### config.mk
export PLATFORM = sky130hd
export DESIGN_NAME = lsp_lane
export DESIGN_NICKNAME = d
export VERILOG_FILES = /design/src/design/lsp_pkg.sv /design/src/design/lsp_lane.sv
export SDC_FILE = /design/constraint.sdc
export NUM_CORES = 1
export LEC_CHECK = 0
export ABC_CLOCK_PERIOD_IN_PS = 10100
export BUFFER_PORTS_ARGS = -buffer_cell sky130_fd_sc_hd__buf_2
export CORE_MARGIN = 4
export CORE_UTILIZATION = 38
export DETAILED_ROUTE_END_ITERATION = 7
export HOLD_SLACK_MARGIN = 0.03
export PLACE_DENSITY = 0.52
export SYNTH_ARGS = -nofsm -noshare
export SYNTH_HDL_FRONTEND = slang
export SYNTH_SLANG_ARGS = --single-unit
### constraint.sdc
create_clock -name i_clk -period 10.1 [get_ports i_clk]
set_input_delay 1.01 -clock i_clk [delete_from_list [all_inputs] [get_ports i_clk]]
set_output_delay 1.01 -clock i_clk [all_outputs]
set_load 0.005 [all_outputs]
### src/design/lsp_pkg.sv
`default_nettype none

package lsp_pkg;

    // stored sample format
    localparam int MAX_FRAMES  = 65536;
    localparam int SAMPLE_BITS = 16;
    localparam int FRAC_BITS   = 16;
    localparam int CHANNELS    = 2;

    // derived widths
    localparam int ADDR_W     = $clog2(MAX_FRAMES);
    localparam int FRAME_W    = 17;
    localparam int POS_W      = 1 + FRAME_W + FRAC_BITS;
    localparam int RATE_W     = 24;
    localparam int RAM_W      = SAMPLE_BITS * CHANNELS;
    localparam int KIND_W     = 2;
    localparam int IN_DATA_W  = ADDR_W + RAM_W;
    localparam int OUT_DATA_W = RAM_W;
    localparam int OUT_USER_W = 2;
    localparam int CFG_IDX_W  = 3;
    localparam int CFG_DATA_W = 24;

    // modulo unit widths
    localparam int MOD_X_W = POS_W + 1;
    localparam int MOD_D_W = POS_W;

    localparam logic [FRAME_W-1:0] MAX_LEN = FRAME_W'(MAX_FRAMES);

    // item kinds
    typedef enum logic [KIND_W-1:0] {
        KIND_LOAD   = 2'd0,
        KIND_START  = 2'd1,
        KIND_RENDER = 2'd2,
        KIND_STOP   = 2'd3
    } t_kind;

    // configuration register indexes
    localparam logic [CFG_IDX_W-1:0] CFG_BUF_LEN    = 3'd0;
    localparam logic [CFG_IDX_W-1:0] CFG_LOOP_EN    = 3'd1;
    localparam logic [CFG_IDX_W-1:0] CFG_LOOP_START = 3'd2;
    localparam logic [CFG_IDX_W-1:0] CFG_LOOP_END   = 3'd3;
    localparam logic [CFG_IDX_W-1:0] CFG_RATE       = 3'd4;

    // status bits in the result tuser
    localparam int USER_ACTIVE = 0;
    localparam int USER_DONE   = 1;

endpackage

`default_nettype wire

### src/design/lsp_lane.sv
`default_nettype none

module lsp_lane (
    input  wire logic                                  i_clk,
    input  wire logic                                  i_en,
    input  wire logic signed [lsp_pkg::SAMPLE_BITS-1:0] i_s0,
    input  wire logic signed [lsp_pkg::SAMPLE_BITS-1:0] i_s1,
    input  wire logic        [lsp_pkg::FRAC_BITS-1:0]   i_frac,
    output logic signed      [lsp_pkg::SAMPLE_BITS-1:0] o_res
);
    import lsp_pkg::*;

    localparam int DIFF_W = SAMPLE_BITS + 1;
    localparam int PROD_W = SAMPLE_BITS + FRAC_BITS + 2;
    localparam logic signed [PROD_W-1:0] HALF = PROD_W'(1) <<< (FRAC_BITS - 1);

    logic signed [DIFF_W-1:0]    w_diff;
    logic signed [FRAC_BITS:0]   w_frac;
    logic signed [PROD_W-1:0]    r_prod;
    logic signed [SAMPLE_BITS-1:0] r_s0;
    logic signed [PROD_W-1:0]    w_rnd;
    logic signed [PROD_W-1:0]    w_sum;

    // slope times fraction, registered
    assign w_diff = DIFF_W'(i_s1) - DIFF_W'(i_s0);
    assign w_frac = $signed({1'b0, i_frac});

    always_ff @(posedge i_clk) begin
        if (i_en) begin
            r_prod <= w_diff * w_frac;
            r_s0   <= i_s0;
        end
    end

    // round half up, floor shift, add base sample
    assign w_rnd = r_prod + HALF;
    assign w_sum = PROD_W'(r_s0) + (w_rnd >>> FRAC_BITS);
    assign o_res = w_sum[SAMPLE_BITS-1:0];

endmodule

`default_nettype wire

---- Yosys cells after proc, flatten, opt, wreduce, memory -nomap -nowiden ----
Cells that the tools add are included.
storage, ports and cells
  register bits after elaboration ......... 48
  input bits .............................. 50
  output and inout port bits .............. 16
cells by class
  add/sub/neg operators ................... 3
  multiply operators ...................... 1
operators by type and width
  kind                                             number
  adder 32 x 17 -> 32 bit (second input constant)  1
  multiplier 17 x 17 -> 32 bit                     1
  subtractor 16 x 16 -> 17 bit                     1
  adder 16 bit                                     1

---- Longest topological paths before layout ----
  word-level depth ........................ 2
  depth in mapped cells ................... 34
  depth with buffers taken out ............ 33

---- Worst setup path after synthesis ----
Ideal clock, no wire load.
  kind .................................... input-to-reg
  from .................................... in i_s1[0] (netlist name)
  to ...................................... reg r_prod[31] (data pin)
  setup time .............................. 0.260 ns
  data arrival time ....................... 8.582 ns
  required time ........................... 9.840 ns
  setup slack ............................. 1.258 ns
  stages on the path ...................... 32
  cells stage by stage .................... inv_1 -> ha_1 -> fa_1 -> nor2b_1 -> o21ai_0 -> a21boi_0 -> o21ai_0 -> a311o_1 -> a311oi_1 -> o21bai_1 -> clkbuf_1 -> nand2_1 -> inv_1 -> fa_1 -> inv_1 -> fa_1 -> inv_1 -> fa_1 -> fa_1 -> fa_1 -> inv_1 -> fa_1 -> inv_1 -> ha_1 -> a21o_1 -> a21o_1 -> a21o_1 -> a21o_1 -> a21oi_1 -> or4b_1 -> a41oi_1 -> xnor2_1
between the ends
  longest elaborated chain between the ends .. 2
RTL lines
  element                       line            RTL
  from (decl)                   lsp_lane.sv:7   input wire logic signed [lsp_pkg::SAMPLE_BITS-1:0] i_s1,
  subtractor 16 x 16 -> 17 bit  lsp_lane.sv:25  assign w_diff = DIFF_W'(i_s1) - DIFF_W'(i_s0);
  multiplier 17 x 17 -> 32 bit  lsp_lane.sv:30  r_prod <= w_diff * w_frac;
  to (signal assigned)          lsp_lane.sv:30
  to (decl)                     lsp_lane.sv:19  logic signed [PROD_W-1:0] r_prod;
Every way passes these cells.
A chain may end at the register's enable or synchronous reset.

---- Worst setup path in the final report ----
  from .................................... in i_s0[0] (netlist name)
  to ...................................... reg r_prod[31] (data pin)
between the ends
  longest elaborated chain between the ends .. 2
RTL lines
  element                       line            RTL
  from (decl)                   lsp_lane.sv:6   input wire logic signed [lsp_pkg::SAMPLE_BITS-1:0] i_s0,
  subtractor 16 x 16 -> 17 bit  lsp_lane.sv:25
  multiplier 17 x 17 -> 32 bit  lsp_lane.sv:30
Every way passes these cells.

==> results.yml <==
status:
  status: "complete, no violations"
floorplan:
  initial_core_util_pct: 38.7
  dieArea_um2: 36200
  io_pins: 66
  fp.dieH_um: 190
  core_area_um2: 32600
  die_x_um: 190
  rows: 66
cts:
  hold_buffers: 0
  cts_buffers: 5
  cts_tree: "built"
  htreeDepth: 2
  cts_root_buffer: "clkbuf_16"
  path_clk_slew_ns: 0.06
  cts_setup_buffers: 0
  cts_resized: 0
  cts_sinks: 33
  clockBufferDepth: 2
cells_and_area:
  drive_gt1_share_pct: 7.15
  layout.nets: 1852
  area_delta_synth_final_pct: 7.84
  finish.utilization_pct: 41.7
  antenna_cells: 0
  stdcell_count: 1868
global_route:
  gr-total-overflow: 0
  grt_pass1_wl_um: 51800
  antenna_found_initial: 1
  grt_usage_pct: 18.0
  grt_pass1_vias: 9820
  grt_max_degree: 34
setup_path:
  cp_slowest_cell: "fa_1"
  cp.required_ns: 10.13
  crit_end: "r_prod[31]$_DFFE_PP_"
  cp.depth: 32
  start_kind: "input port"
  worstSetupStartpoint: "i_s0[0]"
  cp_num_buf_inv: 7
  crit_type: "in2reg"
  end_kind: "flip-flop"
  slowest_delay_ns: 0.63
  crit_family: "adder cells"
  crit_top_cell: "fa_1"
  critPathMaxFanout: 17
  critPathArrivalTime_ns: 9.38
timing:
  rsz0062_at_grt: "no"
  tns_ns: 0
  slew_headroom_pct: 43.5
  slew_viol_final: 0
  worstMarginPinSlew_ns: 0.841
  setup_viol: 0
  hold_viol_final: 0
  finalCritPeriodShare_pct: 92.6
  fmax_mhz: 107
  final.min_clock_period_ns: 9.35
yosys:
  synth-async-reset-ratio_pct: 0
  ys.flop_type: "edfxtp_1"
  yosysWarnings: 0
  ys_ff_latch: 33
  synth.distinct_cells: 60
  syn_nets: 1802
  synth_area_per_cell_um2: 9.18
  synth_edf_count: 33
  synthCells: 1375
  netlist_area_um2: 12600
  yosysSeqAreaShare_pct: 7.85
placed_design:
  io_buffer_count: 65
  post-dp-hpwl_um: 25600
  dp_cells: 1860
  gp_congestion: 0.820
routing:
  avgRoutedWirePerCell_um: 16.6
  drt-initial-drc-count: 407
  totalWireLength_um: 31000
  viasPerCell: 4.82
  drtAntennaViolNets: 0
  drc: 0
  routed-via-count: 8997
  drt-pass1-iter-count: 7
job:
  maxCapViolations: 0
hold_path:
  min_path_type: "in2reg"
## cell type report
cell class	instances	area, µm²
clock buffers	6	129
clock inverters	2	10.0
fillers	3307	19000
inverters	366	1370
multi-input cells	935	10100
flip-flops and latches	33	991
well taps	442	553
repair buffers	84	468
## metrics by stage
step | hold WS [ns] | worst slack (ns) | instance area, µm²
after CTS | 0.924 | 0.789 | 13600
after detailed placement | 1.21 | 0.545 | 13500
after global routing | 0.918 | 0.117 | 13600
final | 0.925 | 0.747 | 13600
after global placement | 1.21 | 0.636 | 13500
after floorplan | 1.11 | 1.26 | 12600
## worst min path at each step
stage	from	end	slack, ns	cells after the start
floorplan	i_s0[0]	r_s0[0]$_DFFE_PP_	1.11	0
global route	i_s0[15]	r_s0[15]$_DFFE_PP_	0.92	1
finish	i_s0[8]	r_s0[8]$_DFFE_PP_	0.92	1
detailed placement	i_s0[0]	r_s0[0]$_DFFE_PP_	1.21	1
global placement	i_s0[0]	r_s0[0]$_DFFE_PP_	1.21	1
CTS	i_s0[15]	r_s0[15]$_DFFE_PP_	0.92	1
## per-layer routing
metal	GRT usage [%]	vias up	share of wire, %
met1	25.0	4540	45
met5	0	-	0
li1	-	4253	-
met4	3.07	0	1.7
met2	31.5	166	50
met3	1.52	38	3.4
## cell usage in the layout, fill, tap and decap left out, types with 24 or more instances in the layout
cell      synthesis  layout
a21oi_1          25      25
nor2b_1          24      24
edfxtp_1         33      33
fa_1            261     261
nor2_1           30      29
nand2_1         125     125
xnor2_1          57      57
inv_1           366     366
nand3_1          26      26
and2_1           99      99
buf_2             1      65
ha_1            116     116
## cell families after synthesis
family | share of synthesized area (%)
buffers and inverters | 12.3
adders and majority gates | 52.9
and+or+nand+nor | 14.5
AOI/OAI and AO/OA | 6.89
xor gates and xnor gates | 5.27
DFF | 7.85
muxes | 0.327
## synthesized netlist by cell type, types with 7 or more instances
| cell | instances | share of area (%) |
|---|---|---|
| nand3_1 | 26 | 1.0 |
| inv_1 | 366 | 11 |
| ha_1 | 116 | 11 |
| o31ai_1 | 10 | 0.59 |
| o31a_1 | 9 | 0.62 |
| nor2_1 | 30 | 0.89 |
| clkbuf_1 | 35 | 1.0 |
| o21ai_0 | 12 | 0.48 |
| edfxtp_1 | 33 | 7.9 |
| nand2b_1 | 15 | 0.74 |
| a21o_1 | 12 | 0.71 |
| xor2_1 | 19 | 1.3 |
| fa_1 | 261 | 41 |
| xnor2_1 | 57 | 4.0 |
| a31oi_1 | 7 | 0.35 |
| o21a_1 | 7 | 0.42 |
| nor2b_1 | 24 | 1.2 |
| and2_1 | 99 | 4.9 |
| nor3_1 | 8 | 0.32 |
| nand2_1 | 125 | 3.7 |
| and3_1 | 14 | 0.69 |
| a21oi_1 | 25 | 0.99 |
## registers in the layout, indices dropped and copies added, names as in the netlist
name / cells
r_s0: 16
r_prod: 17
Power is not shown: default switching activity piles up to over one toggle a cycle in this logic, so the estimate is an artifact.
