[config.mk]
export PLATFORM = sky130hd
export DESIGN_NAME = lsp_mod
export DESIGN_NICKNAME = d
export VERILOG_FILES = /design/src/design/lsp_pkg.sv /design/src/design/lsp_mod.sv
export SDC_FILE = /design/constraint.sdc
export NUM_CORES = 1
export LEC_CHECK = 0
export BUFFER_PORTS_ARGS = -buffer_cell sky130_fd_sc_hd__buf_2
export CORE_MARGIN = 2
export CORE_UTILIZATION = 65
export CTS_CLUSTER_SIZE = 16
export DETAILED_ROUTE_END_ITERATION = 16
export GPL_TIMING_DRIVEN = 0
export PLACE_DENSITY = 0.95
export SLEW_MARGIN = 20
export SYNTH_ARGS = -nofsm -noshare
export SYNTH_HDL_FRONTEND = slang
export SYNTH_SLANG_ARGS = --single-unit
[constraint.sdc]
create_clock -name i_clk -period 8.3 [get_ports i_clk]
set_clock_uncertainty 0.2 [all_clocks]
set_input_delay 0 -clock i_clk [delete_from_list [all_inputs] [get_ports i_clk]]
set_output_delay 0 -clock i_clk [all_outputs]
set_load 0.02 [all_outputs]
[src/design/lsp_pkg.sv]
`default_nettype none

package lsp_pkg;

    // stored sample format
    localparam int MAX_FRAMES  = 65536;
    localparam int SAMPLE_BITS = 16;
    localparam int FRAC_BITS   = 16;
    localparam int CHANNELS    = 2;

    // derived widths
    localparam int ADDR_W     = $clog2(MAX_FRAMES);
    localparam int FRAME_W    = 17;
    localparam int POS_W      = 1 + FRAME_W + FRAC_BITS;
    localparam int RATE_W     = 24;
    localparam int RAM_W      = SAMPLE_BITS * CHANNELS;
    localparam int KIND_W     = 2;
    localparam int IN_DATA_W  = ADDR_W + RAM_W;
    localparam int OUT_DATA_W = RAM_W;
    localparam int OUT_USER_W = 2;
    localparam int CFG_IDX_W  = 3;
    localparam int CFG_DATA_W = 24;

    // modulo unit widths
    localparam int MOD_X_W = POS_W + 1;
    localparam int MOD_D_W = POS_W;

    localparam logic [FRAME_W-1:0] MAX_LEN = FRAME_W'(MAX_FRAMES);

    // item kinds
    typedef enum logic [KIND_W-1:0] {
        KIND_LOAD   = 2'd0,
        KIND_START  = 2'd1,
        KIND_RENDER = 2'd2,
        KIND_STOP   = 2'd3
    } t_kind;

    // configuration register indexes
    localparam logic [CFG_IDX_W-1:0] CFG_BUF_LEN    = 3'd0;
    localparam logic [CFG_IDX_W-1:0] CFG_LOOP_EN    = 3'd1;
    localparam logic [CFG_IDX_W-1:0] CFG_LOOP_START = 3'd2;
    localparam logic [CFG_IDX_W-1:0] CFG_LOOP_END   = 3'd3;
    localparam logic [CFG_IDX_W-1:0] CFG_RATE       = 3'd4;

    // status bits in the result tuser
    localparam int USER_ACTIVE = 0;
    localparam int USER_DONE   = 1;

endpackage

`default_nettype wire

[src/design/lsp_mod.sv]
`default_nettype none

module lsp_mod (
    input  wire logic                               i_clk,
    input  wire logic                               i_rst_n,
    input  wire logic                               i_start,
    input  wire logic signed [lsp_pkg::MOD_X_W-1:0] i_x,
    input  wire logic        [lsp_pkg::MOD_D_W-1:0] i_d,
    output logic                                    o_done,
    output logic             [lsp_pkg::MOD_D_W-1:0] o_rem
);
    import lsp_pkg::*;

    localparam int CNT_W = $clog2(MOD_X_W + 1);
    localparam logic [CNT_W-1:0] LAST = CNT_W'(MOD_X_W - 1);

    logic               r_busy;
    logic [CNT_W-1:0]   r_cnt;
    logic [MOD_X_W-1:0] r_mag;
    logic               r_neg;
    logic [MOD_D_W-1:0] r_d;
    logic [MOD_D_W-1:0] r_rem;
    logic [MOD_D_W:0]   w_trial;
    logic [MOD_D_W:0]   w_diff;

    // one restoring step per cycle
    assign w_trial = {r_rem, r_mag[MOD_X_W-1]};
    assign w_diff  = w_trial - {1'b0, r_d};

    always_ff @(posedge i_clk) begin
        if (!i_rst_n) begin
            r_busy <= 1'b0;
            o_done <= 1'b0;
            r_cnt  <= '0;
        end else begin
            // done pulses after the last remainder bit
            o_done <= !i_start && r_busy && (r_cnt == LAST);
            if (i_start) begin
                r_busy <= 1'b1;
                r_cnt  <= '0;
                r_neg  <= i_x[MOD_X_W-1];
                r_mag  <= i_x[MOD_X_W-1] ? MOD_X_W'(-i_x) : MOD_X_W'(i_x);
                r_d    <= i_d;
                r_rem  <= '0;
            end else if (r_busy) begin
                r_mag <= r_mag << 1;
                r_rem <= w_diff[MOD_D_W] ? w_trial[MOD_D_W-1:0] : w_diff[MOD_D_W-1:0];
                r_cnt <= r_cnt + 1'b1;
                if (r_cnt == LAST) begin
                    r_busy <= 1'b0;
                end
            end
        end
    end

    // true modulo: negative dividend folds back into range
    assign o_rem = (r_neg && (r_rem != '0)) ? (r_d - r_rem) : r_rem;

endmodule

`default_nettype wire

* Word level (Yosys, flattened, before mapping)
Cells that the tools add are included.
** Word-level totals
- Register bits after elaboration :: 112
- Bits of input ports :: 72
- Output and inout bits :: 35
- Logic and storage cells :: 31
** Cells by class
- $add $sub $neg :: 4
- Equality and inequality tests :: 1
- Mux-type cells :: 9
- Bitwise logic cells :: 1
- Reductions and logical operators :: 9
** Operator list (count)
- $mux 35 :: 3
- $mux 34 :: 3
- $neg 35->35 :: 1
- $sub 35x34->35 :: 1
- $reduce_bool 34->1 :: 1
- $sub 34x34->34 :: 1
- $add 6x1->6 const B :: 1
- $eq 6x6->1 const B :: 1
- $reduce_and 2->1 :: 2
- $logic_and 1x1->1 :: 3
- $mux 1 :: 3
- $reduce_bool 2->1 :: 1
- $reduce_or 2->1 :: 1
- $logic_not 1->1 :: 1
- $not 1->1 :: 1

* Logic depth before layout (Yosys ltp)
Gate-level depths: netlist of the first run.
- Depth after elaboration :: 4
- Depth in mapped cells :: 14
- Mapped depth without buffers :: 12

* Worst setup path before layout of the first run
Ideal clock, no wire load.
- Path kind :: register to register
- Start :: register r_rem[26]
- End :: register r_rem[31], data pin
- Library setup time :: 0.274 ns
- Arrival :: 2.950 ns
- Data required time :: 7.826 ns
- Setup slack :: 4.877 ns
- Cell stages (with the launch flop) :: 13
- Path buffers :: 3
- Clock period less this slack :: 3.423 ns
- Cell sequence :: edfxtp_1 ha_1 clkbuf_1 a21o_1 a21o_1 a211oi_1 a21o_1 nor3_1 a2111oi_0 and3_1 clkbuf_1 clkbuf_1 a211oi_1
** On the way
- Word-level cells in the longest chain between the ends :: 3
** RTL lines
- start, declared :: RTL line lsp_mod.sv:22 : logic [MOD_D_W-1:0] r_rem;
- start signal, assigned :: RTL line lsp_mod.sv:47 : r_rem <= w_diff[MOD_D_W] ? w_trial[MOD_D_W-1:0] : w_diff[MOD_D_W-1:0];
- $sub 35x34->35 :: RTL line lsp_mod.sv:28 : assign w_diff = w_trial - {1'b0, r_d};
- $mux 34 :: RTL line lsp_mod.sv:47
- $mux 34 :: RTL line lsp_mod.sv:45 : end else if (r_busy) begin
Every way passes these cells. The select of a mux whose other input is x is not followed.
A chain may end at the register's enable or synchronous reset.

* Worst setup path after layout of the first run
- Start :: register r_d[0]
- End :: output o_rem[32] (netlist bit)
** On the way
- Word-level cells in the longest chain between the ends :: 2
** RTL lines
- start, declared :: RTL line lsp_mod.sv:21 : logic [MOD_D_W-1:0] r_d;
- start signal, assigned :: RTL line lsp_mod.sv:43 : r_d <= i_d;
- $sub 34x34->34 :: RTL line lsp_mod.sv:57 : assign o_rem = (r_neg && (r_rem != '0)) ? (r_d - r_rem) : r_rem;
- $mux 34 :: RTL line lsp_mod.sv:57
- end, declared :: RTL line lsp_mod.sv:10 : output logic [lsp_pkg::MOD_D_W-1:0] o_rem
Every way passes these cells.

==> results of run 1 <==
[cells in the final DEF, fill, tap and decap left out, types with 12 or more instances in the layout]
cell type / netlist / layout
sky130_fd_sc_hd__nand2b_1: 12 / 12
sky130_fd_sc_hd__nand2_1: 91 / 91
sky130_fd_sc_hd__inv_1: 87 / 87
sky130_fd_sc_hd__dlygate4sd3_1: 0 / 77
sky130_fd_sc_hd__and3_1: 17 / 17
sky130_fd_sc_hd__nor2_1: 98 / 98
sky130_fd_sc_hd__buf_2: 0 / 105
sky130_fd_sc_hd__mux2i_1: 24 / 24
sky130_fd_sc_hd__nand3_1: 17 / 17
sky130_fd_sc_hd__o31ai_1: 19 / 18
sky130_fd_sc_hd__nor3_1: 19 / 19
sky130_fd_sc_hd__edfxtp_1: 104 / 104
sky130_fd_sc_hd__xor2_1: 52 / 52
sky130_fd_sc_hd__ha_1: 70 / 70
sky130_fd_sc_hd__clkbuf_1: 36 / 36
sky130_fd_sc_hd__o21ai_0: 71 / 71
sky130_fd_sc_hd__a21oi_1: 107 / 107
sky130_fd_sc_hd__a21o_1: 49 / 49
sky130_fd_sc_hd__xnor2_1: 33 / 33
sky130_fd_sc_hd__nand4_1: 13 / 13
[state kept, by name, indices dropped and copies added (netlist names)]
register,flops
o_done,1
r_busy,1
r_d,34
r_cnt,6
r_neg,1
r_rem,34
r_mag,35
[critical path: cells and delay by family (launching register included)]
family          cells  cell delay, ns
flops               1            0.47
buf+inv             2            0.31
fa+ha+maj           2            0.42
simple gates        2            0.30
compound gates      6            2.54
xor+xnor            1            0.12
[cell families (layout without fill, tap and decap cells)]
| kind of cell | count (synthesis) | after routing | share of synthesized area (%) |
|---|---|---|---|
| AOI/OAI and AO/OA | 325 | 325 | 21.9 |
| xor gates and xnor gates | 85 | 85 | 7.96 |
| adders and majority gates | 72 | 72 | 9.79 |
| buffers and inverters | 128 | 329 | 5.44 |
| DFF | 112 | 112 | 35.1 |
| muxes | 26 | 26 | 2.81 |
| and+or+nand+nor | 327 | 327 | 17.0 |
[report_power, final]
part / total, mW / switching [mW] / internal [mW]
clock: 0.507 / 0.262 / 0.245
sequential: 0.726 / 0.0460 / 0.680
combinational: 0.899 / 0.538 / 0.361
total: 2.13 / 0.846 / 1.29
[how the worst max path moves through the flow]
stage | from | end | slack [ns] | cells after the start
2_1_floorplan | r_rem[26]$_SDFFCE_PP0P_ | r_rem[31]$_SDFFCE_PP0P_ | 4.88 | 12
3_3_place_gp | r_rem[8]$_SDFFCE_PP0P_ | r_rem[31]$_SDFFCE_PP0P_ | 3.97 | 12
3_5_place_dp | r_rem[8]$_SDFFCE_PP0P_ | r_rem[24]$_SDFFCE_PP0P_ | 3.90 | 12
4_1_cts | r_rem[2]$_SDFFCE_PP0P_ | o_rem[26] | 3.82 | 12
5_1_grt | r_rem[7]$_SDFFCE_PP0P_ | r_rem[23]$_SDFFCE_PP0P_ | 3.35 | 13
6_report | r_d[0]$_DFFE_PP_ | o_rem[32] | 3.56 | 13
[timing repair]
action	4_1_cts	5_1_grt
hold endpoints to repair	93	0
hold buffers	77	0
gates resized for setup	0	0
buffers inserted	0	0
[metal layers]
layer / vias to the layer above / part of all wire, %
li1: 4306 / -
met1: 4424 / 37
met2: 640 / 49
met3: 141 / 8.8
met4: 0 / 5.5
met5: - / 0
[final cells by class]
class | instances | share of cell area, %
clock inverter | 7 | 0.833
timing repair buffer | 185 | 12.0
clock buffer | 9 | 2.00
buffer | 41 | 1.62
tap | 180 | 2.00
inverter | 87 | 2.90
sequential | 112 | 29.2
multi-input combinational | 835 | 49.5
==> results.rst, run 1 <==
.. list-table::
   :header-rows: 1

   * - Metric
     - Value
   * - First-pass GRT wire length
     - 46000 um
   * - Via count of the first global-routing pass
     - a little over 9000
   * - Fraction of final layout cells sized beyond drive strength 1
     - roughly 12%
   * - Mapped Avg Cell Area
     - between 8 and 9 sq um
   * - Number of clock sinks
     - 112
   * - Die outline width
     - 124 um
   * - Number of storage elements in the synthesis netlist
     - 112
   * - Max-slew headroom
     - 45.9%
   * - Power per cell area
     - 189 nW/um^2
   * - TritonCTS clock tree
     - yes
   * - Leading cell types by total area after synthesis
     - sky130_fd_sc_hd__edfxtp_1 (33%), sky130_fd_sc_hd__ha_1 (9.4%), sky130_fd_sc_hd__a21oi_1 (5.7%), sky130_fd_sc_hd__xor2_1 (4.9%), sky130_fd_sc_hd__a21o_1 (3.9%)
   * - Largest buffer count on any clock path
     - 2
   * - Total number of H-tree levels
     - 3
   * - Worst reg2reg path endpoint
     - r_rem[24]$_SDFFCE_PP0P_
   * - Most common flop cell mapped by yosys
     - sky130_fd_sc_hd__edfxtp_1
   * - Post-route DRC violation count
     - 0
   * - Arrival time reported for the critical path endpoint
     - 4.54 ns
   * - Final core area utilization
     - 80.5%
   * - Die span in y
     - around 120 um
   * - Worst-case register-to-register setup slack
     - 3.70 ns
   * - Beginning of the worst hold path
     - i_d[9]
   * - Detailed-route vias per instance
     - 6.53
   * - Core Rows
     - 43
   * - Highest cell delay on the worst timing path
     - between 0.7 and 0.8 ns
   * - Met3 Usage GRT
     - under 10%
   * - Hold Path Cell Cnt
     - 2
   * - Data required, critical path
     - 8.10 ns
   * - Clk slew on worst S/H paths
     - 0.10 ns
   * - Result of the run
     - finished, final reports clean
   * - Number of max-slew violations in the final report
     - 0
   * - Number of antenna violations at the first check in global routing
     - 0
   * - Instance count after placement with tap cells included
     - 1363
   * - Root cell of the clock tree
     - sky130_fd_sc_hd__clkbuf_16
   * - Register Area
     - approximately 3300 sq um
   * - Worst reg2reg path startpoint
     - r_d[0]$_DFFE_PP_
   * - Asr flop ratio synth
     - 0%
   * - Worst vdd rail ir drop
     - 0.119 mV
   * - Dominant cell type by count on the critical path
     - sky130_fd_sc_hd__o31ai_1
   * - Sequential cell area fraction in the yosys report
     - 35.1%
   * - DRT Wirelength
     - 29700 um
   * - Power after layout
     - 2.13 mW
   * - Boundary pin count
     - 107
   * - Number of optimization iterations in the first detailed-route pass
     - 8
   * - Gate Count Post-Synth
     - 1075
   * - Maximum number of pins on one net before global-route repair
     - 48
   * - Finish-stage setup viols
     - 0
   * - Initial cell density of the core
     - 66.9%
   * - CP max-delay cell
     - sky130_fd_sc_hd__o31ai_1
   * - Slew of the pin with the lowest slew margin
     - between 0.8 and 0.9 ns
   * - Worst hold endpoint
     - r_d[9]$_DFFE_PP_
   * - Highest achievable clock rate
     - 0.211 GHz
   * - DR vias
     - 9511
   * - Worst Path Class, Setup
     - reg2out
   * - Endpoint class of the critical path
     - output pin
   * - CP startpoint kind
     - register
   * - Area of all placed cells without fillers
     - 11300 sq um
   * - Mapped cell area
     - 9350 sq um
   * - Die Area
     - between 15000 and 20000 sq um
   * - CP Cell Sequence
     - inv_1 -> ha_1 -> fa_1 -> nor2b_1 -> o31a_1 -> o31ai_1 -> a21oi_1 -> o31ai_1 -> nor2_1 -> a211o_1 -> xnor2_1 -> o21ai_0 -> buf_2
   * - Yosys cell types
     - between 60 and 70
   * - Synthesized net count
     - 1219
   * - Remaining global-route overflow
     - 0
   * - Overall track demand over capacity in global routing
     - between 30% and 40%
   * - Diodes inserted
     - 0
   * - Filler Cell Count
     - roughly 900
   * - Proportion of netlist area held by the largest area contributor
     - between 30% and 40%
   * - Worst hold slack
     - 0.115 ns
   * - Placed Instance Area
     - 10200 sq um
   * - Iteration-0 DRC count of the detailed router
     - 934
   * - Worst path setup slack after routing
     - 3.56 ns
   * - Worst-skew pair later-pin latency
     - ~0.39 ns
   * - Clock period minus final worst setup slack
     - 4.74 ns
   * - Commonest cells post-synth
     - sky130_fd_sc_hd__a21oi_1 (107), sky130_fd_sc_hd__edfxtp_1 (104), sky130_fd_sc_hd__nor2_1 (98), sky130_fd_sc_hd__nand2_1 (91), sky130_fd_sc_hd__inv_1 (87)
   * - Cell taking the most area after synthesis
     - sky130_fd_sc_hd__edfxtp_1
   * - Largest driver fanout on the critical path
     - 4
   * - Cts bufs inserted
     - 9
   * - Minimum setup slack after placement
     - 3.90 ns
   * - Fin crit share
     - 57.2%
   * - RePlAce Congestion
     - 0.981
   * - Total of max-cap violations
     - 0
   * - Area overhead of the layout relative to synthesis
     - 20.4%
   * - Count of nets left with antenna violations after detail routing
     - 0
   * - Number of port buffers
     - roughly 110
   * - YS warnings
     - 0
   * - Number of enable-type register cells in the synthesized netlist
     - between 100 and 150
   * - Met1 layer usage reported by global route
     - roughly 45%
   * - Area of the core
     - approximately 14000 sq um
   * - FF-to-FF path depth
     - 12
   * - RSZ-0062 raised after global routing
     - no
   * - Final cell count without fillers
     - 1456
   * - Average routed wire per standard cell
     - 20.4 um
   * - Sum Neg Setup Slack
     - 0 ns
   * - Final number of hold-violating endpoints
     - 0
   * - Type of the most critical hold path
     - in2reg
   * - Area taken by multi-input logic gates
     - roughly 5600 sq um
   * - Met2 GRT Util
     - between 60% and 70%
   * - Net count reported at finish
     - roughly 1400
   * - Leading cell type by number of instances after synthesis
     - sky130_fd_sc_hd__a21oi_1
   * - Leakage dissipation
     - 4.99 nW
   * - Routing layer with the top usage in global route
     - met2
   * - Detailed-placement wirelength estimate
     - 19300 um
Power figures use the tool's default switching activity.
==> run 2: changes to the inputs <==
--- a/config.mk
+++ b/config.mk
@@ -7,11 +7,11 @@
 export LEC_CHECK = 0
 export BUFFER_PORTS_ARGS = -buffer_cell sky130_fd_sc_hd__buf_2
 export CORE_MARGIN = 2
-export CORE_UTILIZATION = 65
+export CORE_UTILIZATION = 60
 export CTS_CLUSTER_SIZE = 16
 export DETAILED_ROUTE_END_ITERATION = 16
 export GPL_TIMING_DRIVEN = 0
-export PLACE_DENSITY = 0.95
+export PLACE_DENSITY = 0.91
 export SLEW_MARGIN = 20
 export SYNTH_ARGS = -nofsm -noshare
 export SYNTH_HDL_FRONTEND = slang
==> constraint.sdc (replaced) <==
create_clock -name i_clk -period 4.8 [get_ports i_clk]
set_clock_uncertainty 0.2 [all_clocks]
set_input_delay 0 -clock i_clk [delete_from_list [all_inputs] [get_ports i_clk]]
set_output_delay 0 -clock i_clk [all_outputs]
set_load 0.02 [all_outputs]
==> run 2 against run 1 <==
First-iteration DRC count shrank 8.6%. Setup slack lost 3.4 ns. Non-clock buffer count shrank 4. Clock power grew 70%. Utilization shrank 6.5 points. Sequential power grew 72%. Critical endpoint is now r_rem[23]$_SDFFCE_PP0P_. Combinational power grew 70%. Critical path type is now reg2reg. Total power grew 71%. Hold slack gained 0.021 ns.
==> results.rst, run 2 (synthesis gave the netlist of run 1 again) <==
.. list-table::
   :header-rows: 1

   * - Metric
     - Value
   * - Iteration-0 DRC count of the detailed router
     - 854 (-8.6%)
   * - CP startpoint kind
     - register
   * - Worst Path Class, Setup
     - reg2reg
   * - Worst-case register-to-register setup slack
     - 0.16 ns (-3.54 ns)
   * - Data required, critical path
     - 4.80 ns (-3.30 ns)
   * - Initial cell density of the core
     - 61.5% (-5.3 points)
   * - Biggest regs
     - r_mag (35), r_d (34), r_rem (34)
   * - Final number of hold-violating endpoints
     - 0 (unchanged)
   * - Int Pwr
     - 2.26 mW (+76%)
   * - TritonCTS clock tree
     - yes
   * - Arrival time reported for the critical path endpoint
     - 4.64 ns (+0.10 ns)
   * - Leakage dissipation
     - 4.98 nW (-0.13%)
   * - Via count of the first global-routing pass
     - 9136 (-1.7%)
   * - Setup crit end
     - r_rem[23]$_SDFFCE_PP0P_
   * - Remaining global-route overflow
     - 0 (unchanged)
   * - Max-slew headroom
     - 46.4% (+0.53 points)
   * - Clk slew on worst S/H paths
     - 0.08 ns (-0.02 ns)
   * - Total number of H-tree levels
     - 3 (unchanged)
   * - Worst path bufs/invs
     - 3 (+1)
   * - Power after layout
     - 3.64 mW (+71%)
   * - Power per cell area
     - 324 nW/um^2 (+71%)
   * - Beginning of the worst hold path
     - i_d[8]
   * - Largest driver fanout on the critical path
     - 10 (+6)
   * - Number of max-slew violations in the final report
     - 0 (unchanged)
   * - Number of port buffers
     - 105 (unchanged)
   * - Number of antenna violations at the first check in global routing
     - 0 (unchanged)
   * - Clock period minus final worst setup slack
     - approximately 4.6 ns
   * - Average routed wire per standard cell
     - 19.1 um (-6.4%)
   * - Dominant cell type by count on the critical path
     - sky130_fd_sc_hd__a21oi_1
   * - Count of nets left with antenna violations after detail routing
     - 0 (unchanged)
   * - Cts bufs inserted
     - 9 (unchanged)
   * - Sum Neg Setup Slack
     - 0 ns (unchanged)
   * - Diodes inserted
     - 0 (unchanged)
   * - First-pass GRT wire length
     - 44700 um (-2.9%)
   * - Detailed-placement wirelength estimate
     - 18800 um (-2.2%)
   * - Die outline width
     - 129 um (+3.9%)
   * - Placed Instance Area
     - 10200 sq um (+0.17%)
   * - DR vias
     - 9255 (-2.7%)
   * - FF-to-FF path depth
     - 13 (+1)
   * - Area overhead of the layout relative to synthesis
     - 20.3% (about the same)
   * - Overall track demand over capacity in global routing
     - 33.9% (-5.1 points)
   * - Net count reported at finish
     - 1411 (-0.28%)
   * - Type of the most critical hold path
     - in2reg
   * - Root cell of the clock tree
     - sky130_fd_sc_hd__clkbuf_16
   * - Worst reg2reg path startpoint
     - r_rem[8]$_SDFFCE_PP0P_
   * - Finish-stage setup viols
     - 0 (unchanged)
   * - Fin crit share
     - 96.6%
   * - CP Cell Sequence
     - ha_1 -> clkbuf_1 -> and3_1 -> nand3_1 -> a21oi_1 -> a21oi_1 -> a21oi_1 -> a31o_2 -> and3_1 -> clkbuf_1 -> clkbuf_1 -> nand2_1 -> a21oi_1
   * - Total of max-cap violations
     - 0 (unchanged)
   * - Boundary pin count
     - 107 (unchanged)
   * - Number of optimization iterations in the first detailed-route pass
     - 5 (-3)
   * - Detailed-route vias per instance
     - 6.34 (-3.0%)
   * - Post-route DRC violation count
     - 0 (unchanged)
   * - Cell type group with the largest total delay on the critical path
     - compound AO/OA/AOI/OAI gates
   * - Worst reg2reg path endpoint
     - r_rem[23]$_SDFFCE_PP0P_
   * - NetSw
     - 1.38 mW (+63%)
   * - Largest buffer count on any clock path
     - 2 (unchanged)
   * - Most common cell after layout, fill and taps aside
     - sky130_fd_sc_hd__a21oi_1
   * - Levels on crit path
     - 13 (unchanged)
   * - Maximum number of pins on one net before global-route repair
     - 50 (+4.2%)
   * - Core Rows
     - 45 (+4.7%)
   * - Fraction of final layout cells sized beyond drive strength 1
     - 11.6% (+0.036 points)
   * - DRT Wirelength
     - 27800 um (-6.2%)
   * - Worst vdd rail ir drop
     - 0.316 mV (+170%)
   * - Switching fraction of total power
     - 37.8% (-1.9 points)
   * - Worst Setup SP
     - r_rem[8]$_SDFFCE_PP0P_
   * - Highest achievable clock rate
     - 0.216 GHz
   * - RSZ-0062 raised after global routing
     - no
   * - Flip-flop count of the largest register, all copies and words added
     - 35 (unchanged)
   * - Area of all placed cells without fillers
     - 11300 sq um (about the same)
   * - Highest cell delay on the worst timing path
     - 0.57 ns (-0.19 ns)
   * - RePlAce Congestion
     - 1.01 (+2.8%)
   * - Result of the run
     - finished, final reports clean
   * - Clock power frac
     - 23.7% (about the same)
   * - Combinational group share of total power
     - 41.9% (-0.3 points)
   * - Die span in y
     - 129 um (+3.9%)
   * - Slew of the pin with the lowest slew margin
     - 0.804 ns (-0.00109 ns)
   * - Worst-skew pair later-pin latency
     - 0.37 ns (-0.02 ns)
   * - Die Area
     - 16600 sq um (+8.1%)
   * - Area of the core
     - 15200 sq um (+8.7%)
   * - Final core area utilization
     - 74.0% (-6.5 points)
   * - Sequential fraction of design power
     - 34.4% (+0.4 points)
   * - Endpoint class of the critical path
     - register
   * - Biggest register
     - r_mag
   * - CP max-delay cell
     - sky130_fd_sc_hd__a21oi_1
   * - Number of clock sinks
     - 112 (unchanged)
   * - Highest-count cells in the layout ignoring fill and taps
     - sky130_fd_sc_hd__a21oi_1 (107), sky130_fd_sc_hd__buf_2 (105), sky130_fd_sc_hd__edfxtp_1 (104), sky130_fd_sc_hd__nor2_1 (98), sky130_fd_sc_hd__nand2_1 (91)
   * - Filler Cell Count
     - 1074 (+20%)
-- run 2: cell types whose count changed in the layout (fill, tap and decap cells not counted) --
cell | previous run | this run
sky130_fd_sc_hd__bufinv_16 | 1 | 2
sky130_fd_sc_hd__inv_8 | 2 | 1
sky130_fd_sc_hd__buf_12 | 1 | 0
sky130_fd_sc_hd__o31ai_1 | 18 | 17
sky130_fd_sc_hd__dlygate4sd3_1 | 77 | 73
sky130_fd_sc_hd__clkbuf_1 | 36 | 37
sky130_fd_sc_hd__clkinvlp_4 | 1 | 0
sky130_fd_sc_hd__clkinv_4 | 0 | 1
sky130_fd_sc_hd__clkinv_8 | 1 | 0
sky130_fd_sc_hd__buf_16 | 1 | 2
sky130_fd_sc_hd__o31ai_2 | 1 | 2
-- run 2: power by group through the flow --
stage	Clock, mW	Combinational, mW	Sequential, mW
2_1_floorplan	0	1.07	1.24
3_3_place_gp	0	1.37	1.27
3_5_place_dp	0	1.43	1.27
4_1_cts	0.856	1.49	1.25
5_1_grt	0.891	1.67	1.26
6_report	0.864	1.53	1.25
-- run 2: routing by layer --
layer	GRT usage (%)	routed length (um)	up-vias
met5	0	0	-
met2	57.6	13500	561
met3	7.19	2400	113
met4	16.1	1240	0
li1	-	-	4306
met1	41.2	10700	4275
-- run 2: worst min path at each step --
stage | end | cells past startpoint
2_1_floorplan | r_d[0]$_DFFE_PP_ | 0
3_3_place_gp | r_d[28]$_DFFE_PP_ | 1
3_5_place_dp | r_d[28]$_DFFE_PP_ | 1
4_1_cts | r_d[25]$_DFFE_PP_ | 2
5_1_grt | r_d[32]$_DFFE_PP_ | 2
6_report | r_d[8]$_DFFE_PP_ | 2
-- run 2: worst reg2reg max path, stage by stage, from the launching register on --
cell and delay (ns):
sky130_fd_sc_hd__edfxtp_1 0.50, sky130_fd_sc_hd__ha_1 0.32, sky130_fd_sc_hd__clkbuf_1 0.33, sky130_fd_sc_hd__and3_1 0.27, sky130_fd_sc_hd__nand3_1 0.09, sky130_fd_sc_hd__a21oi_1 0.34, sky130_fd_sc_hd__a21oi_1 0.19, sky130_fd_sc_hd__a21oi_1 0.57
sky130_fd_sc_hd__a31o_2 0.28, sky130_fd_sc_hd__and3_1 0.14, sky130_fd_sc_hd__clkbuf_1 0.37, sky130_fd_sc_hd__clkbuf_1 0.53, sky130_fd_sc_hd__nand2_1 0.14, sky130_fd_sc_hd__a21oi_1 0.20
-- run 2: per-stage QoR --
step           worst slack (ns)  hold slack, ns  cells
2_1_floorplan              1.38          -0.101   1075
3_3_place_gp              0.420         -0.0239   1368
3_5_place_dp              0.361         -0.0217   1371
4_1_cts                   0.308           0.136   1460
5_1_grt                  0.0688           0.140   1460
6_report                  0.165           0.136   1460
-- run 2: repair_timing --
item	4_1_cts	5_1_grt
gates resized for setup	0	1
endpoints found under the setup margin	0	1
hold endpoints to repair	92	0
buffers inserted	0	0
hold buffers	73	0
-- run 2: final cells by class --
cell class / count / area, sq um / share of cell area (%)
Inverter: 87 / 327 / 2.90
Clock buffer: 10 / 229 / 2.03
Multi-Input combinational cell: 835 / 5580 / 49.6
Tap cell: 188 / 235 / 2.09
Clock inverter: 6 / 97.6 / 0.867
Buffer: 41 / 183 / 1.62
Timing Repair Buffer: 181 / 1320 / 11.7
Sequential cell: 112 / 3280 / 29.2
==> run 3: changes to the inputs <==
--- a/config.mk
+++ b/config.mk
@@ -12,6 +12,7 @@
 export DETAILED_ROUTE_END_ITERATION = 16
 export GPL_TIMING_DRIVEN = 0
 export PLACE_DENSITY = 0.91
+export RECOVER_POWER = 50
 export SLEW_MARGIN = 20
 export SYNTH_ARGS = -nofsm -noshare
 export SYNTH_HDL_FRONTEND = slang
==> run 3 against run 2 <==
The run now ends with max-capacitance violations, max-slew violations left. Combinational power about the same. Critical path depth unchanged. Sequential power about the same. Non-clock buffer count unchanged. Clock-buffer cell count unchanged. Setup slack better by 0.014 ns. Register-to-register slack about the same. Total power about the same. Global-route usage unchanged. Cell count unchanged. Clock power about the same. Critical path type unchanged.
==> results.rst, run 3 (synthesis gave the netlist of run 1 again) <==
.. list-table::
   :header-rows: 1

   * - Metric
     - Value
   * - Flip-flop count of the largest register, all copies and words added
     - 35 (unchanged)
   * - CP startpoint kind
     - register
   * - Type of the most critical hold path
     - in2reg
   * - Register Area
     - 3280 sq um (unchanged)
   * - Via count of the first global-routing pass
     - 9136 (unchanged)
   * - Total number of H-tree levels
     - 3 (unchanged)
   * - RePlAce Congestion
     - 1.01 (unchanged)
   * - Detailed-route vias per instance
     - 6.33 (-0.11%)
   * - Area overhead of the layout relative to synthesis
     - 19.5%
   * - Worst vdd rail ir drop
     - 0.319 mV (+1.1%)
   * - Number of antenna violations at the first check in global routing
     - 0 (unchanged)
   * - Finish-stage setup viols
     - 0 (unchanged)
   * - Net count reported at finish
     - 1411 (unchanged)
   * - Clock period minus final worst setup slack
     - 4.62 ns (-0.0138 ns)
   * - Switching fraction of total power
     - 37.9% (+0.079 points)
   * - Filler Cell Count
     - 1085 (+1.0%)
   * - Total of max-cap violations
     - 1 (+1)
   * - Largest driver fanout on the critical path
     - 10 (unchanged)
   * - Highest-count cells in the layout ignoring fill and taps
     - sky130_fd_sc_hd__a21oi_1 (107), sky130_fd_sc_hd__edfxtp_1 (104), sky130_fd_sc_hd__buf_2 (102), sky130_fd_sc_hd__nor2_1 (98), sky130_fd_sc_hd__nand2_1 (91)
   * - Most common cell after layout, fill and taps aside
     - sky130_fd_sc_hd__a21oi_1
   * - Worst path setup slack after routing
     - 0.179 ns (+0.0138 ns)
   * - RSZ-0062 raised after global routing
     - no
   * - Sequential fraction of design power
     - 34.5% (about the same)
   * - Highest achievable clock rate
     - 0.216 GHz (+0.30%)
   * - Area of the core
     - 15200 sq um (unchanged)
   * - Count of nets left with antenna violations after detail routing
     - 0 (unchanged)
   * - Die outline width
     - 129 um (unchanged)
   * - Int Pwr
     - 2.26 mW (-0.20%)
   * - Initial cell density of the core
     - 61.5% (unchanged)
   * - Worst Setup SP
     - r_rem[8]$_SDFFCE_PP0P_
   * - Fin crit share
     - 96.3% (-0.29 points)
   * - Worst reg2reg path endpoint
     - r_rem[23]$_SDFFCE_PP0P_
   * - Fraction of final layout cells sized beyond drive strength 1
     - 10.9% (-0.71 points)
   * - Remaining global-route overflow
     - 0 (unchanged)
   * - Worst reg2reg path startpoint
     - r_rem[8]$_SDFFCE_PP0P_
   * - Clock power frac
     - 23.8% (about the same)
   * - Number of clock sinks
     - 112 (unchanged)
   * - Worst Path Class, Setup
     - reg2reg
   * - Power per cell area
     - 326 nW/um^2 (+0.64%)
   * - Maximum number of pins on one net before global-route repair
     - 50 (unchanged)
   * - Result of the run
     - finished, violations left
   * - Iteration-0 DRC count of the detailed router
     - 890 (+4.2%)
   * - NetSw
     - 1.38 mW (+0.14%)
   * - Root cell of the clock tree
     - sky130_fd_sc_hd__clkbuf_16
   * - Largest buffer count on any clock path
     - 2 (unchanged)
   * - Cts bufs inserted
     - 9 (unchanged)
   * - Number of optimization iterations in the first detailed-route pass
     - 6 (+1)
   * - Max-slew headroom
     - -89.8% (-140 points)
   * - Biggest register
     - r_mag
   * - Diodes inserted
     - 0 (unchanged)
   * - DR vias
     - 9245 (-0.11%)
   * - Leakage dissipation
     - 4.93 nW (-0.95%)
   * - Average routed wire per standard cell
     - 19.0 um (-0.12%)
   * - Slew of the pin with the lowest slew margin
     - 2.85 ns (+2.04 ns)
   * - Number of port buffers
     - 105 (unchanged)
   * - Die Area
     - 16600 sq um (unchanged)
   * - Endpoint class of the critical path
     - register
   * - Number of max-slew violations in the final report
     - 50 (+50)
   * - Failing checks
     - max-capacitance violations, max-slew violations
   * - Overall track demand over capacity in global routing
     - 33.9% (unchanged)
   * - Combinational group share of total power
     - 41.7% (-0.2 points)
   * - Arrival time reported for the critical path endpoint
     - 4.62 ns (-0.02 ns)
   * - Minimum setup slack after placement
     - 0.361 ns (unchanged)
   * - Biggest regs
     - r_mag (35), r_d (34), r_rem (34)
   * - Die span in y
     - 129 um (unchanged)
   * - Core Rows
     - 45 (unchanged)
   * - Number of setup buffers added after CTS
     - 0 (unchanged)
   * - Setup crit end
     - r_rem[23]$_SDFFCE_PP0P_
   * - Final number of hold-violating endpoints
     - 0 (unchanged)
   * - Area taken by multi-input logic gates
     - 5570 sq um (-0.16%)
   * - First-pass GRT wire length
     - 44700 um (unchanged)
   * - Data required, critical path
     - 4.80 ns (about the same)
   * - Boundary pin count
     - 107 (unchanged)
   * - Clk slew on worst S/H paths
     - 0.08 ns (about the same)
   * - DRT Wirelength
     - 27800 um (-0.12%)
   * - FF-to-FF path depth
     - 13 (unchanged)
   * - Detailed-placement wirelength estimate
     - 18800 um (unchanged)
   * - Worst-case register-to-register setup slack
     - 0.18 ns (about the same)
   * - TritonCTS clock tree
     - yes
   * - Worst-skew pair later-pin latency
     - 0.37 ns (about the same)
   * - Sum Neg Setup Slack
     - 0 ns (unchanged)
   * - Post-route DRC violation count
     - 0 (unchanged)
run 3: changes by cell type in the layout (fill, tap and decap cells not counted):
cell,change
sky130_fd_sc_hd__and2_0,+1
sky130_fd_sc_hd__and2_2,-1
sky130_fd_sc_hd__buf_16,-2
sky130_fd_sc_hd__buf_2,-3
sky130_fd_sc_hd__clkbuf_1,+7
sky130_fd_sc_hd__clkbuf_8,-2
sky130_fd_sc_hd__o21a_1,+1
sky130_fd_sc_hd__o21a_4,-1
run 3: cell type report:
type                            instances  share of cell area (%)
Buffer                                 41                    1.46
Clock buffer                           10                    2.05
Clock inverter                          6                   0.874
Inverter                               87                    2.92
Multi-Input combinational cell        835                    49.9
Sequential cell                       112                    29.4
Tap cell                              188                    2.11
Timing Repair Buffer                  181                    11.3
run 3: worst min path at each step:
stage                        from  slack (ns)  depth (start not counted)           endpoint
after global placement    i_d[28]       -0.02                          1  r_d[28]$_DFFE_PP_
after floorplan            i_d[0]       -0.10                          0   r_d[0]$_DFFE_PP_
after global routing      i_d[32]        0.14                          2  r_d[32]$_DFFE_PP_
after CTS                 i_d[25]        0.14                          2  r_d[25]$_DFFE_PP_
after detailed placement  i_d[28]       -0.02                          1  r_d[28]$_DFFE_PP_
final                      i_d[8]        0.14                          2   r_d[8]$_DFFE_PP_
run 3: metrics by stage:
| step | cells | area [sq um] | power [mW] | hold slack (ns) | util (%) |
|---|---|---|---|---|---|
| floorplan | 1075 | 9350 | 2.31 | -0.101 | - |
| global placement | 1368 | 10100 | 2.64 | -0.0239 | 66.5 |
| detailed placement | 1371 | 10200 | 2.69 | -0.0217 | 67.0 |
| CTS | 1460 | 11200 | 3.59 | 0.136 | 74.0 |
| global route | 1460 | 11200 | 3.82 | 0.140 | 73.5 |
| finish | 1460 | 11200 | 3.64 | 0.137 | 73.5 |
run 3: worst max-delay path, stage by stage (launching register included):
cell and delay [ns]:
sky130_fd_sc_hd__edfxtp_1 0.48, sky130_fd_sc_hd__ha_1 0.32, sky130_fd_sc_hd__clkbuf_1 0.33, sky130_fd_sc_hd__and3_1 0.27
sky130_fd_sc_hd__nand3_1 0.09, sky130_fd_sc_hd__a21oi_1 0.33, sky130_fd_sc_hd__a21oi_1 0.19, sky130_fd_sc_hd__a21oi_1 0.57
sky130_fd_sc_hd__a31o_2 0.28, sky130_fd_sc_hd__and3_1 0.14, sky130_fd_sc_hd__clkbuf_1 0.37, sky130_fd_sc_hd__clkbuf_1 0.54
sky130_fd_sc_hd__nand2_1 0.14, sky130_fd_sc_hd__a21oi_1 0.20
run 3: routing by layer:
metal	global-route usage [%]	vias to the layer above	share of wire (%)
li1	-	4297	-
met1	41.2	4268	38
met2	57.6	550	48
met3	7.19	130	8.4
met4	16.1	0	4.7
met5	0	-	0
run 3: power groups by stage:
stage | sequential, mW | combinational [mW] | clock (mW)
floorplan | 1.24 | 1.07 | 0
global placement | 1.27 | 1.37 | 0
detailed placement | 1.27 | 1.43 | 0
CTS | 1.25 | 1.49 | 0.856
global route | 1.26 | 1.66 | 0.891
finish | 1.25 | 1.52 | 0.866
run 3: what timing repair did:
| item | in CTS | in global routing |
|---|---|---|
| gates resized for setup | 0 | 1 |
| hold endpoints to repair | 92 | 0 |
| endpoints found under the setup margin | 0 | 1 |
| hold buffers | 73 | 0 |
